==> config.mk <==
export PLATFORM = sky130hd
export DESIGN_NAME = ppis_regs
export DESIGN_NICKNAME = d
export VERILOG_FILES = /design/src/rtl/core/ppis_pkg.sv /design/src/rtl/core/ppis_regs.sv
export SDC_FILE = /design/constraint.sdc
export NUM_CORES = 1
export LEC_CHECK = 0
export ABC_AREA = 1
export BUFFER_PORTS_ARGS = -buffer_cell sky130_fd_sc_hd__buf_2
export CAP_MARGIN = 15
export CORE_ASPECT_RATIO = 1.2
export CORE_MARGIN = 2
export CORE_UTILIZATION = 40
export DETAILED_ROUTE_END_ITERATION = 10
export GPL_ROUTABILITY_DRIVEN = 0
export PLACE_DENSITY = 0.67
export SLEW_MARGIN = 10
export SYNTH_ARGS = -nofsm -noshare
export SYNTH_HDL_FRONTEND = slang
export SYNTH_SLANG_ARGS = --single-unit
==> constraint.sdc <==
create_clock -name aclk -period 2.08 [get_ports aclk]
set_clock_uncertainty 0.1 [all_clocks]
set_input_delay 0.416 -clock aclk [delete_from_list [all_inputs] [get_ports aclk]]
set_output_delay 0.416 -clock aclk [all_outputs]
set_load 0.01 [all_outputs]
==> src/rtl/core/ppis_pkg.sv <==
// shared types, widths and codes of the positional pid block
// no dependencies; imported by every module of the block
package ppis_pkg;

    // sample and datapath widths
    localparam int SAMPLE_BITS = 16;
    localparam int ERR_W       = SAMPLE_BITS + 1;
    localparam int DIFF_W      = SAMPLE_BITS + 2;
    localparam int GAIN_W      = 32;
    localparam int SUM_W       = 32;
    localparam int ILIM_W      = 31;
    localparam int DLIM_W      = 47;
    localparam int THR_W       = 16;
    localparam int DRIVE_W     = 48;
    localparam int S_DATA_W    = ((2 * SAMPLE_BITS + 7) / 8) * 8;
    localparam int M_DATA_W    = ((DRIVE_W + 7) / 8) * 8;

    // shared multiplier and fraction datapath
    localparam int MUL_W       = 33;
    localparam int PROD_W      = 2 * MUL_W;
    localparam int ACC_W       = 64;
    localparam int ABS_W       = 63;
    localparam int LO_SHIFT    = MUL_W - 1;
    localparam int LO_PROD_W   = LO_SHIFT + THR_W;
    localparam int DIV_W       = ABS_W + THR_W;
    localparam int CNT_W       = $clog2(DIV_W + 1);

    // apb port
    localparam int APB_DATA_W  = 64;
    localparam int APB_ADDR_W  = 6;
    localparam int REG_IDX_W   = 3;
    localparam int REG_IDX_LSB = 3;

    // register indexes
    typedef enum logic [REG_IDX_W-1:0] {
        REG_GAIN_P,
        REG_GAIN_I,
        REG_GAIN_D,
        REG_INTEGRAL_LIMIT,
        REG_DRIVE_LIMIT,
        REG_SEPARATION_ENABLE,
        REG_BEGIN_THRESHOLD,
        REG_FULL_THRESHOLD
    } ppis_reg_idx_t;

    // integral term selection
    typedef enum logic [1:0] {
        KIND_ZERO,
        KIND_FULL,
        KIND_FRAC
    } ppis_kind_t;

    // sequencer states
    typedef enum logic [3:0] {
        ST_IDLE,
        ST_SUM,
        ST_MUL_P,
        ST_MUL_D,
        ST_MUL_I,
        ST_I_TERM,
        ST_FRAC_LO,
        ST_FRAC_HI,
        ST_DIV_START,
        ST_DIV_WAIT,
        ST_OUT
    } ppis_state_t;

    // configuration as seen by the sequencer
    typedef struct packed {
        logic signed [GAIN_W-1:0] gain_p;
        logic signed [GAIN_W-1:0] gain_i;
        logic signed [GAIN_W-1:0] gain_d;
        logic [ILIM_W-1:0]        integral_limit;
        logic [DLIM_W-1:0]        drive_limit;
        logic                     separation_enable;
        logic [THR_W-1:0]         begin_threshold;
        logic [THR_W-1:0]         full_threshold;
    } ppis_cfg_t;

    // multiplier operands
    typedef struct packed {
        logic signed [MUL_W-1:0] a;
        logic signed [MUL_W-1:0] b;
    } ppis_mul_req_t;

    // divider request and response
    typedef struct packed {
        logic             start;
        logic [DIV_W-1:0] dividend;
        logic [THR_W-1:0] divisor;
    } ppis_div_req_t;

    typedef struct packed {
        logic             done;
        logic [DIV_W-1:0] quotient;
    } ppis_div_rsp_t;

endpackage

==> src/rtl/core/ppis_regs.sv <==
// apb configuration registers of the positional pid block
// depends on ppis_pkg
module ppis_regs (
    input  logic                           aclk,
    input  logic                           aresetn,
    input  logic                           psel,
    input  logic                           penable,
    input  logic                           pwrite,
    input  logic [ppis_pkg::APB_ADDR_W-1:0] paddr,
    input  logic [ppis_pkg::APB_DATA_W-1:0] pwdata,
    output logic [ppis_pkg::APB_DATA_W-1:0] prdata,
    output logic                           pready,
    output ppis_pkg::ppis_cfg_t            cfg
);
    import ppis_pkg::*;

    ppis_cfg_t     cfg_reg;
    ppis_reg_idx_t idx;
    logic          wr_en;

    assign pready = 1'b1;
    assign idx    = ppis_reg_idx_t'(paddr[REG_IDX_LSB +: REG_IDX_W]);
    assign wr_en  = psel && penable && pwrite && pready;
    assign cfg    = cfg_reg;

    // register writes on the access cycle
    always_ff @(posedge aclk) begin
        if (!aresetn) begin
            cfg_reg <= '0;
        end else if (wr_en) begin
            case (idx)
                REG_GAIN_P:            cfg_reg.gain_p <= $signed(pwdata[GAIN_W-1:0]);
                REG_GAIN_I:            cfg_reg.gain_i <= $signed(pwdata[GAIN_W-1:0]);
                REG_GAIN_D:            cfg_reg.gain_d <= $signed(pwdata[GAIN_W-1:0]);
                REG_INTEGRAL_LIMIT:    cfg_reg.integral_limit <= pwdata[ILIM_W-1:0];
                REG_DRIVE_LIMIT:       cfg_reg.drive_limit <= pwdata[DLIM_W-1:0];
                REG_SEPARATION_ENABLE: cfg_reg.separation_enable <= pwdata[0];
                REG_BEGIN_THRESHOLD:   cfg_reg.begin_threshold <= pwdata[THR_W-1:0];
                REG_FULL_THRESHOLD:    cfg_reg.full_threshold <= pwdata[THR_W-1:0];
                default: begin
                end
            endcase
        end
    end

    // read mux, values zero extended
    always_comb begin
        case (idx)
            REG_GAIN_P:            prdata = APB_DATA_W'($unsigned(cfg_reg.gain_p));
            REG_GAIN_I:            prdata = APB_DATA_W'($unsigned(cfg_reg.gain_i));
            REG_GAIN_D:            prdata = APB_DATA_W'($unsigned(cfg_reg.gain_d));
            REG_INTEGRAL_LIMIT:    prdata = APB_DATA_W'(cfg_reg.integral_limit);
            REG_DRIVE_LIMIT:       prdata = APB_DATA_W'(cfg_reg.drive_limit);
            REG_SEPARATION_ENABLE: prdata = APB_DATA_W'(cfg_reg.separation_enable);
            REG_BEGIN_THRESHOLD:   prdata = APB_DATA_W'(cfg_reg.begin_threshold);
            REG_FULL_THRESHOLD:    prdata = APB_DATA_W'(cfg_reg.full_threshold);
            default:               prdata = '0;
        endcase
    end

endmodule

==> results.py, run 1 <==
metrics = {
    "status": {
        "status": "completed",
    },
    "synthesis": {
        "yosysSeqAreaShare_pct": 43.6,
        "synth_top_area_cell": "dfxtp_1",
        "synth-async-reset-ratio_pct": 0,
        "synthTopCellsByArea": "dfxtp_1 (44%), nor2_1 (13%), nor3_1 (10%)",
        "ys_ff_latch": 207,
        "syn_area_um2": 9500,
        "yosys-top-cells-count": "nor2_1 (321), dfxtp_1 (207), nor3_1 (191), o21ai_1 (173), nand2_1 (139)",
        "yosysMostFrequentCell": "nor2_1",
        "synth_enable_flop_cells": 0,
        "ys_types": 21,
        "ys.flop_type": "dfxtp_1",
        "yosysWarnings": 0,
        "synth_top_cell_area_share_pct": 43.6,
        "syn-instance-count": 1388,
        "syn-mean-instance-area_um2": 6.84,
    },
    "setup_path": {
        "cp.arrival_ns": 1.52,
        "critPathTopFamily": "buffers and inverters",
        "max_stage_delay_ns": 0.17,
        "start_kind": "input pin",
        "path_max_fanout": 13,
        "worstPathRequired_ns": 1.56,
        "end_kind": "primary output",
        "slowest_stage": "nor2_4",
        "path_cells": "clkbuf_4 > nor2_4 > buf_6 > nand2_2 > inv_4 > buf_12 > nand2_1 > nand3_1 > buf_2",
        "path_class": "in2out",
        "cp.buffers_inverters": 5,
    },
    "clock_tree": {
        "numCtsBuffers": 23,
        "cts.reportedPaths.clkPinSlew_ns": 0.06,
        "clock_path_buffers": 3,
        "cts.sinks": 207,
        "cts_tree": "done",
        "cts_root_buf": "clkbuf_16",
        "htree_levels": 1,
        "clk_latency_ns": 0.51,
    },
    "detailed_routing": {
        "drc": 0,
        "vias": 10600,
        "wl_um": 36000,
        "ant_nets": 0,
        "viasPerCell": 5.28,
        "routedWlPerCell_um": 17.9,
        "drt-initial-drc-count": 665,
        "firstDrtPassIters": 5,
    },
    "cells_and_area": {
        "largest_reg_flops": 207,
        "final_net_count": 1751,
        "fillers": 2285,
        "diodes": 0,
        "layout-drive-gt1-share_pct": 27.6,
        "synthToLayoutAreaGrowth_pct": 32.9,
        "fin_cells": 2008,
    },
    "power_and_ir_drop": {
        "leakage_nw": 6.02,
        "p_per_area_nw_per_um2": 712,
        "ir_worst_vdd_v": 0.000458,
    },
    "placement": {
        "dp_hpwl_um": 24500,
        "pre_cts_slack_ns": -0.117,
        "dp.cells": 1963,
        "portBuffers": 308,
    },
    "global_routing": {
        "track_usage_pct": 27.8,
        "grt_pass1_wl_um": 55400,
        "grt_overflow_total": 0,
        "grt_start_max_net_pins": 57,
        "antenna_found_initial": 0,
        "grt_pass1_vias": 9888,
    },
    "timing": {
        "setup_viol": 0,
        "rsz0062_at_grt": "no",
        "hold_violations": 0,
        "tightest_slew_ns": 0.955,
        "fmax_ghz": 0.491,
        "fin_tns_setup_ns": 0,
        "period_needed_ns": 2.03,
        "slew_viol_final": 0,
        "slew_headroom_pct": 36.2,
        "final.period_utilization_pct": 97.8,
        "setup_ws_ns": 0.0453,
    },
    "floorplanning": {
        "ioPinCount": 347,
        "initial_core_util_pct": 40.8,
        "rows": 61,
        "core_region_area_um2": 23300,
        "die_w_um": 145,
        "die_y_um": 173,
        "die_area_um2": 25000,
    },
    "flow_run": {
        "drv_cap": 0,
    },
    "hold_path": {
        "hp-class": "in2reg",
    },
}
-- cells in the final DEF, fill, tap and decap left out --
cell type,instances
inv_6,2
clkbuf_4,2
clkinv_2,6
dfxtp_1,205
bufinv_16,2
clkbuf_16,24
buf_6,5
o21ai_1,179
nand2_1,137
clkbuf_1,3
nor2_1,300
nor2_2,16
nand3_1,33
nand2_2,3
nand2_4,1
inv_2,5
o21ai_0,43
nand3_4,3
nor2_4,9
buf_2,304
clkinv_4,1
nand3_2,3
nand4_1,56
clkbuf_8,4
inv_1,61
inv_4,2
buf_4,47
conb_1,18
clkinvlp_4,2
nor3_1,191
buf_12,22
dfxtp_2,2
buf_8,2
-- worst reg2reg max path, cell delays in order, from the launching register on --
cell     delay (ns)
dfxtp_1        0.36
o21ai_0        0.18
nor2_1         0.06
-- layer usage --
metal,GRT usage (%),share of wire [%],vias up
li1,-,-,5152
met1,33.6,39,4859
met2,46.9,48,495
met3,5.65,8.1,104
met4,12.9,4.9,0
met5,0,0,-
-- kinds of logic after synthesis --
group           after synthesis  synth area share, %
flops                       207                 43.6
compound gates              222                 11.7
other cells                   2               0.0791
buf+inv                     205                 9.71
simple gates                752                 34.9
-- final timing paths --
kind	from	end	slack, ns	cells after the start
max	paddr[4]	prdata[7]	0.05	9
min	pwdata[44]	cfg[77]	0.04	3
max reg2reg	cfg[177]	cfg[177]	1.27	2
min reg2reg	cfg[4]	cfg[4]	0.41	2
-- power breakdown --
group,leakage (nW),switching [W],internal (W)
logic,3.97,0.000532,0.000262
clock network,0.376,0.00171,0.00243
registers,1.67,0.0000434,0.00402
total,6.02,0.00228,0.00671
-- area by class of cell --
| class | instances | area (µm²) | share of cell area (%) |
|---|---|---|---|
| multi-input combinational | 992 | 4600 | 36.5 |
| inverter | 69 | 269 | 2.13 |
| clock inverter | 12 | 123 | 0.972 |
| tap | 315 | 394 | 3.12 |
| clock buffer | 30 | 642 | 5.09 |
| sequential | 207 | 4150 | 32.9 |
| timing repair buffer | 383 | 2440 | 19.3 |
-- repair_timing --
item,4_1_cts,5_1_grt
resized for setup,10,40
setup buffers,0,1
setup endpoints to repair,7,41
hold buffers,0,0
cloned,1,1
pin swaps,0,5
-- metrics by stage --
step | hold WS [ns] | power (W) | cell area, µm² | utilization, %
floorplan | 0.422 | 0.00453 | 9560 | -
detailed placement | 0.399 | 0.00491 | 11700 | 50.2
CTS | 0.0244 | 0.00902 | 12500 | 53.6
global route | 0.0285 | 0.00929 | 12600 | 54.2
finish | 0.0385 | 0.00899 | 12600 | 54.2
global placement | 0.388 | 0.00490 | 11700 | 50.2
No activity file was read; power rests on OpenSTA's default activity.
==> run 2, diff against run 1 <==
--- a/config.mk
+++ b/config.mk
@@ -10,10 +10,10 @@
 export CAP_MARGIN = 15
 export CORE_ASPECT_RATIO = 1.2
 export CORE_MARGIN = 2
-export CORE_UTILIZATION = 40
+export CORE_UTILIZATION = 50
 export DETAILED_ROUTE_END_ITERATION = 10
 export GPL_ROUTABILITY_DRIVEN = 0
-export PLACE_DENSITY = 0.67
+export PLACE_DENSITY = 0.81
 export SLEW_MARGIN = 10
 export SYNTH_ARGS = -nofsm -noshare
 export SYNTH_HDL_FRONTEND = slang
==> run 2 against run 1 <==
Effect of this change:
- first-iteration DRC count increased by 43%
- sequential share of layout area increased by 0.35 points
- setup slack got worse by 0.0022 ns
- sequential power about the same
- flip-flop and latch count unchanged
- count of clock-buffer cells in the layout unchanged
- maximum frequency decreased by 0.11%
- via count increased by 3.4%
- routed wire length decreased by 3.4%
- critical path type unchanged
- critical endpoint is now prdata[1]
==> results.py, run 2 (synthesized netlist as in run 1, its figures left out) <==
metrics = {
    "setup_path": {
        "path_class": "in2out",
        "slowest_stage": "buf_4",
        "cpMostUsedCell": "nor2_1",
        "cp.arrival_ns": 1.52,
        "path_max_fanout": 12,
        "end_kind": "primary output",
        "max_stage_delay_ns": 0.18,
        "start_kind": "input pin",
        "cp.buffers_inverters": 4,
        "worstPathRequired_ns": 1.56,
        "path_cells": "clkbuf_4 > buf_8 > nand2_4 > buf_4 > nor2_1 > nor2_1 > nand3_1 > buf_2",
        "critPathTopFamily": "buffers and inverters",
    },
    "global_routing": {
        "met3_usage_pct": 6.64,
        "grt_start_max_net_pins": 52,
        "grt_overflow_total": 0,
        "top_usage_layer": "met2",
        "use_met1_pct": 38.7,
        "grt_use_met2_pct": 54.9,
        "grt_pass1_wl_um": 53300,
        "track_usage_pct": 32.9,
        "grt_pass1_vias": 10100,
        "antenna_found_initial": 0,
    },
    "timing": {
        "final.period_utilization_pct": 97.9,
        "period_needed_ns": 2.04,
        "slew_viol_final": 0,
        "tightest_slew_ns": 0.553,
        "rsz0062_at_grt": "yes",
        "fmax_ghz": 0.491,
        "slew_headroom_pct": 63.2,
        "setup_viol": 0,
        "hold_violations": 0,
    },
    "clock_tree": {
        "numCtsBuffers": 22,
        "cts_root_buf": "clkbuf_16",
        "cts_tree": "done",
        "cts.reportedPaths.clkPinSlew_ns": 0.06,
        "clock_path_buffers": 3,
        "cts_hold_buf": 0,
        "cts.sinks": 207,
        "clk_latency_ns": 0.49,
        "htree_levels": 1,
    },
    "detailed_routing": {
        "ant_nets": 0,
        "drc": 0,
        "viasPerCell": 5.64,
        "drt-initial-drc-count": 950,
        "vias": 11000,
        "wl_um": 34800,
        "routedWlPerCell_um": 17.9,
        "firstDrtPassIters": 6,
    },
    "power_and_ir_drop": {
        "leakage_nw": 6.00,
        "p_per_area_nw_per_um2": 685,
        "total_power_w": 0.00855,
        "ir_worst_vdd_v": 0.000563,
    },
    "placement": {
        "dp_hpwl_um": 23700,
        "portBuffers": 308,
        "dp.cells": 1908,
    },
    "flow_run": {
        "drv_cap": 0,
    },
    "cells_and_area": {
        "layout-drive-gt1-share_pct": 27.5,
        "largest_reg_flops": 207,
        "utilization_pct": 66.7,
        "fin_cells": 1946,
        "fillers": 1628,
        "synthToLayoutAreaGrowth_pct": 31.5,
        "final_net_count": 1753,
        "diodes": 0,
        "final_cell_mix": "nor2_1 (303), buf_2 (303), dfxtp_1 (206), nor3_1 (191), o21ai_1 (179)",
    },
    "floorplanning": {
        "die_y_um": 155,
        "rows": 55,
        "initial_core_util_pct": 50.7,
        "die_w_um": 130,
        "die_area_um2": 20100,
        "ioPinCount": 347,
        "core_region_area_um2": 18700,
    },
    "hold_path": {
        "hp-class": "in2reg",
    },
    "status": {
        "status": "completed",
    },
}
-- run 2: changes by cell type in the layout (fill, tap and decap cells not counted), sizes merged --
cell / before / now
buf: 380 / 385
bufinv: 2 / 0
clkbuf: 33 / 31
clkinv: 7 / 5
clkinvlp: 2 / 0
-- run 2: worst paths after layout --
check                   end  slack, ns        from  depth (start not counted)
setup / recovery  prdata[1]       0.04    paddr[5]                          8
hold / removal      cfg[72]       0.06  pwdata[39]                          3
setup reg to reg    cfg[32]       1.28     cfg[32]                          2
hold reg to reg      cfg[6]       0.41      cfg[6]                          2
-- run 2: layer usage --
| layer | vias up | part of all wire [%] | routed length [µm] |
|---|---|---|---|
| met2 | 719 | 48 | 16500 |
| met3 | 143 | 10 | 3640 |
| met5 | - | 0 | 0 |
| met4 | 0 | 6.3 | 2180 |
| met1 | 4938 | 36 | 12400 |
| li1 | 5170 | - | - |
-- run 2: final cells by class --
type	count	area, µm²	share of cell area, %
clock inverters	6	45.0	0.361
repair buffers	386	2450	19.6
inverters	69	269	2.15
clock buffers	30	631	5.05
flip-flops and latches	207	4150	33.2
multi-input cells	992	4620	37.0
well taps	256	320	2.57
-- run 2: per-stage QoR --
| step | hold WS [ns] | setup slack (ns) | instance area (µm²) | TNS [ns] |
|---|---|---|---|---|
| floorplan | 0.422 | 0.158 | 9560 | 0 |
| global placement | 0.392 | -0.0624 | 11600 | -0.477 |
| detailed placement | 0.397 | -0.0841 | 11600 | -0.640 |
| CTS | 0.0425 | -0.0156 | 12300 | -0.0491 |
| global route | 0.0628 | -0.0110 | 12500 | -0.0336 |
| finish | 0.0557 | 0.0430 | 12500 | 0 |
-- run 2: where the power goes --
group          internal, W  total, W  switching (W)  leakage [nW]
sequential         0.00402   0.00406      0.0000427          1.67
combinational     0.000257  0.000789       0.000532          3.99
clock              0.00212   0.00371        0.00159         0.338
-- run 2: repair_timing --
action,CTS,global route
setup endpoints to repair,21,31
gates resized for setup,12,56
buffers inserted,0,3
pin swaps,0,9
-- run 2: worst min-delay path, delay by kind of cell --
family	cells	cell delay [ns]
and+or+nand+nor	2	0.12
buffers and inverters	1	0.07
==> run 3, diff against run 2 <==
--- a/config.mk
+++ b/config.mk
@@ -8,12 +8,14 @@
 export ABC_AREA = 1
 export BUFFER_PORTS_ARGS = -buffer_cell sky130_fd_sc_hd__buf_2
 export CAP_MARGIN = 15
+export CELL_PAD_IN_SITES_DETAIL_PLACEMENT = 1
+export CELL_PAD_IN_SITES_GLOBAL_PLACEMENT = 2
 export CORE_ASPECT_RATIO = 1.2
 export CORE_MARGIN = 2
-export CORE_UTILIZATION = 50
+export CORE_UTILIZATION = 26
 export DETAILED_ROUTE_END_ITERATION = 10
 export GPL_ROUTABILITY_DRIVEN = 0
-export PLACE_DENSITY = 0.81
+export PLACE_DENSITY_LB_ADDON = 0.1
 export SLEW_MARGIN = 10
 export SYNTH_ARGS = -nofsm -noshare
 export SYNTH_HDL_FRONTEND = slang
==> run 3 against run 2 <==
Effect of this change:
- clock power increased by 23%
- die area increased by 89%
- flip-flop and latch count unchanged
- critical endpoint is now prdata[4]
- largest cell class unchanged
- count of clock-buffer cells in the layout increased by 9
- sequential share of layout area decreased by 2.3 points
- combinational power increased by 14%
- via count decreased by 1.9%
- highest routed layer is now met5
- sequential power about the same
- total power increased by 11%
- non-clock buffer count increased by 41
==> results.py, run 3 (synthesized netlist as in run 1, its figures left out) <==
metrics = {
    "power_and_ir_drop": {
        "pwr-share-seq_pct": 42.7,
        "leakage_nw": 6.35,
        "p_per_area_nw_per_um2": 708,
        "p_int_w": 0.00704,
        "switching_power_w": 0.00249,
        "comb_power_share_pct": 9.5,
        "clkPwrFrac_pct": 47.9,
        "switching_share_pct": 26.1,
        "ir_worst_vdd_v": 0.000658,
    },
    "cells_and_area": {
        "synthToLayoutAreaGrowth_pct": 41.6,
        "final_common_cell": "nor2_1",
        "final_net_count": 1798,
        "final_cell_mix": "nor2_1 (304), buf_2 (300), dfxtp_1 (196), nor3_1 (191), o21ai_1 (181)",
        "fin_cells": 2212,
        "fillers": 4512,
        "largest_reg_flops": 207,
        "multiInputGateArea_um2": 4620,
        "layout-drive-gt1-share_pct": 29.1,
        "final_cell_area_um2": 13400,
        "ff_latch_area_um2": 4160,
        "utilization_pct": 37.4,
    },
    "clock_tree": {
        "clock_path_buffers": 3,
        "cts.sinks": 207,
        "cts_root_buf": "clkbuf_16",
        "cts_tree": "done",
        "htree_levels": 1,
        "cts.reportedPaths.clkPinSlew_ns": 0.06,
        "clk_latency_ns": 0.54,
        "numCtsBuffers": 26,
    },
    "timing": {
        "fin_tns_setup_ns": 0,
        "rsz0062_at_grt": "yes",
        "final.period_utilization_pct": 97.5,
        "tightest_slew_ns": 0.518,
        "fmax_ghz": 0.493,
        "period_needed_ns": 2.03,
        "hold_violations": 0,
        "slew_viol_final": 0,
        "slew_headroom_pct": 65.5,
        "setup_ws_ns": 0.0524,
        "setup_viol": 0,
    },
    "flow_run": {
        "drv_cap": 0,
    },
    "floorplanning": {
        "ioPinCount": 347,
        "initial_core_util_pct": 26.4,
        "rows": 76,
        "die_w_um": 178,
        "core_region_area_um2": 35900,
        "die_area_um2": 38100,
        "die_y_um": 213,
    },
    "placement": {
        "portBuffers": 308,
        "pre_cts_slack_ns": -0.145,
        "dp_hpwl_um": 31600,
        "place_area_um2": 12200,
        "dp.cells": 2141,
    },
    "global_routing": {
        "track_usage_pct": 22.8,
        "grt_pass1_wl_um": 66400,
        "grt_start_max_net_pins": 73,
        "grt_pass1_vias": 10800,
        "antenna_found_initial": 2,
        "grt_overflow_total": 0,
    },
    "detailed_routing": {
        "vias": 10800,
        "firstDrtPassIters": 4,
        "drc": 0,
        "ant_nets": 0,
        "routedWlPerCell_um": 20.5,
        "drt-initial-drc-count": 542,
        "viasPerCell": 4.87,
        "wl_um": 45300,
    },
    "setup_path": {
        "path_class": "reg2out",
        "critPathTopFamily": "flip-flops",
        "slowest_stage": "dfxtp_1",
        "path_max_fanout": 3,
        "worstPathRequired_ns": 1.56,
        "path_cells": "nand4_1 > nand2_1 > nor2_1 > buf_4 > nand3_1 > buf_2",
        "cp.arrival_ns": 1.51,
        "reg2reg_from": "cfg[22]",
        "cp.buffers_inverters": 2,
        "cp-startpoint": "cfg[84]",
        "max_stage_delay_ns": 0.37,
        "start_kind": "flop",
        "end_kind": "primary output",
    },
    "status": {
        "status": "completed",
    },
    "hold_path": {
        "hp-class": "in2reg",
        "hold_start": "pwdata[45]",
    },
}
==> run 3: cell count changes in the layout (fill, tap and decap cells not counted), sizes merged <==
| cell | change |
|---|---|
| inv | -2 |
| bufinv | +1 |
| diode | +1 |
| clkinv | +4 |
| clkbuf | +11 |
| dlygate4sd3 | +13 |
| buf | +26 |
==> run 3: area by class of cell <==
class	instances	share of cell area, %
clock inverters	9	0.521
well taps	468	4.36
diodes	1	0.0186
multi-input cells	992	34.3
inverters	69	2.02
clock buffers	39	5.81
flip-flops and latches	207	30.9
repair buffers	427	22.0
==> run 3: worst min-delay path, stage by stage <==
cell    delay (ns)
buf_2         0.08
nor3_1        0.04
nor2_1        0.09
==> run 3: path summary, 6_finish.rpt <==
kind | depth (start not counted) | slack, ns | end
setup / recovery | 6 | 0.05 | prdata[4]
hold / removal | 3 | 0.02 | cfg[78]
setup reg to reg | 3 | 1.25 | cfg[22]
hold reg to reg | 2 | 0.41 | cfg[10]
==> run 3: stage by stage <==
step,hold slack (ns),power [W]
after floorplan,0.422,0.00453
after global placement,0.386,0.00499
after detailed placement,0.397,0.00499
after CTS,0.0000772,0.00962
after global routing,0.0200,0.00988
final,0.0152,0.00952
==> run 3: per-layer routing <==
layer  global-route usage (%)  share of wire, %  vias up
li1                         -                 -     5256
met1                     27.1                41     5206
met2                     42.2                51      250
met3                     4.29               5.4       50
met4                     5.35               2.0        2
met5                        0             0.029        -
==> run 3: power groups by stage <==
stage | Combinational, W | Clock (W) | Sequential, W
after global placement | 0.000842 | 0 | 0.00415
after global routing | 0.000968 | 0.00485 | 0.00407
final | 0.000900 | 0.00456 | 0.00406
after CTS | 0.000877 | 0.00468 | 0.00406
after floorplan | 0.000366 | 0 | 0.00416
after detailed placement | 0.000846 | 0 | 0.00415
==> run 3: repair_timing <==
item / CTS / global route
gates resized for setup: 18 / 49
setup endpoints to repair: 36 / 42
hold buffers: 13 / 0
hold endpoints to repair: 13 / 0
pin swaps: 1 / 10
setup buffers: 1 / 6
cloned: 0 / 3
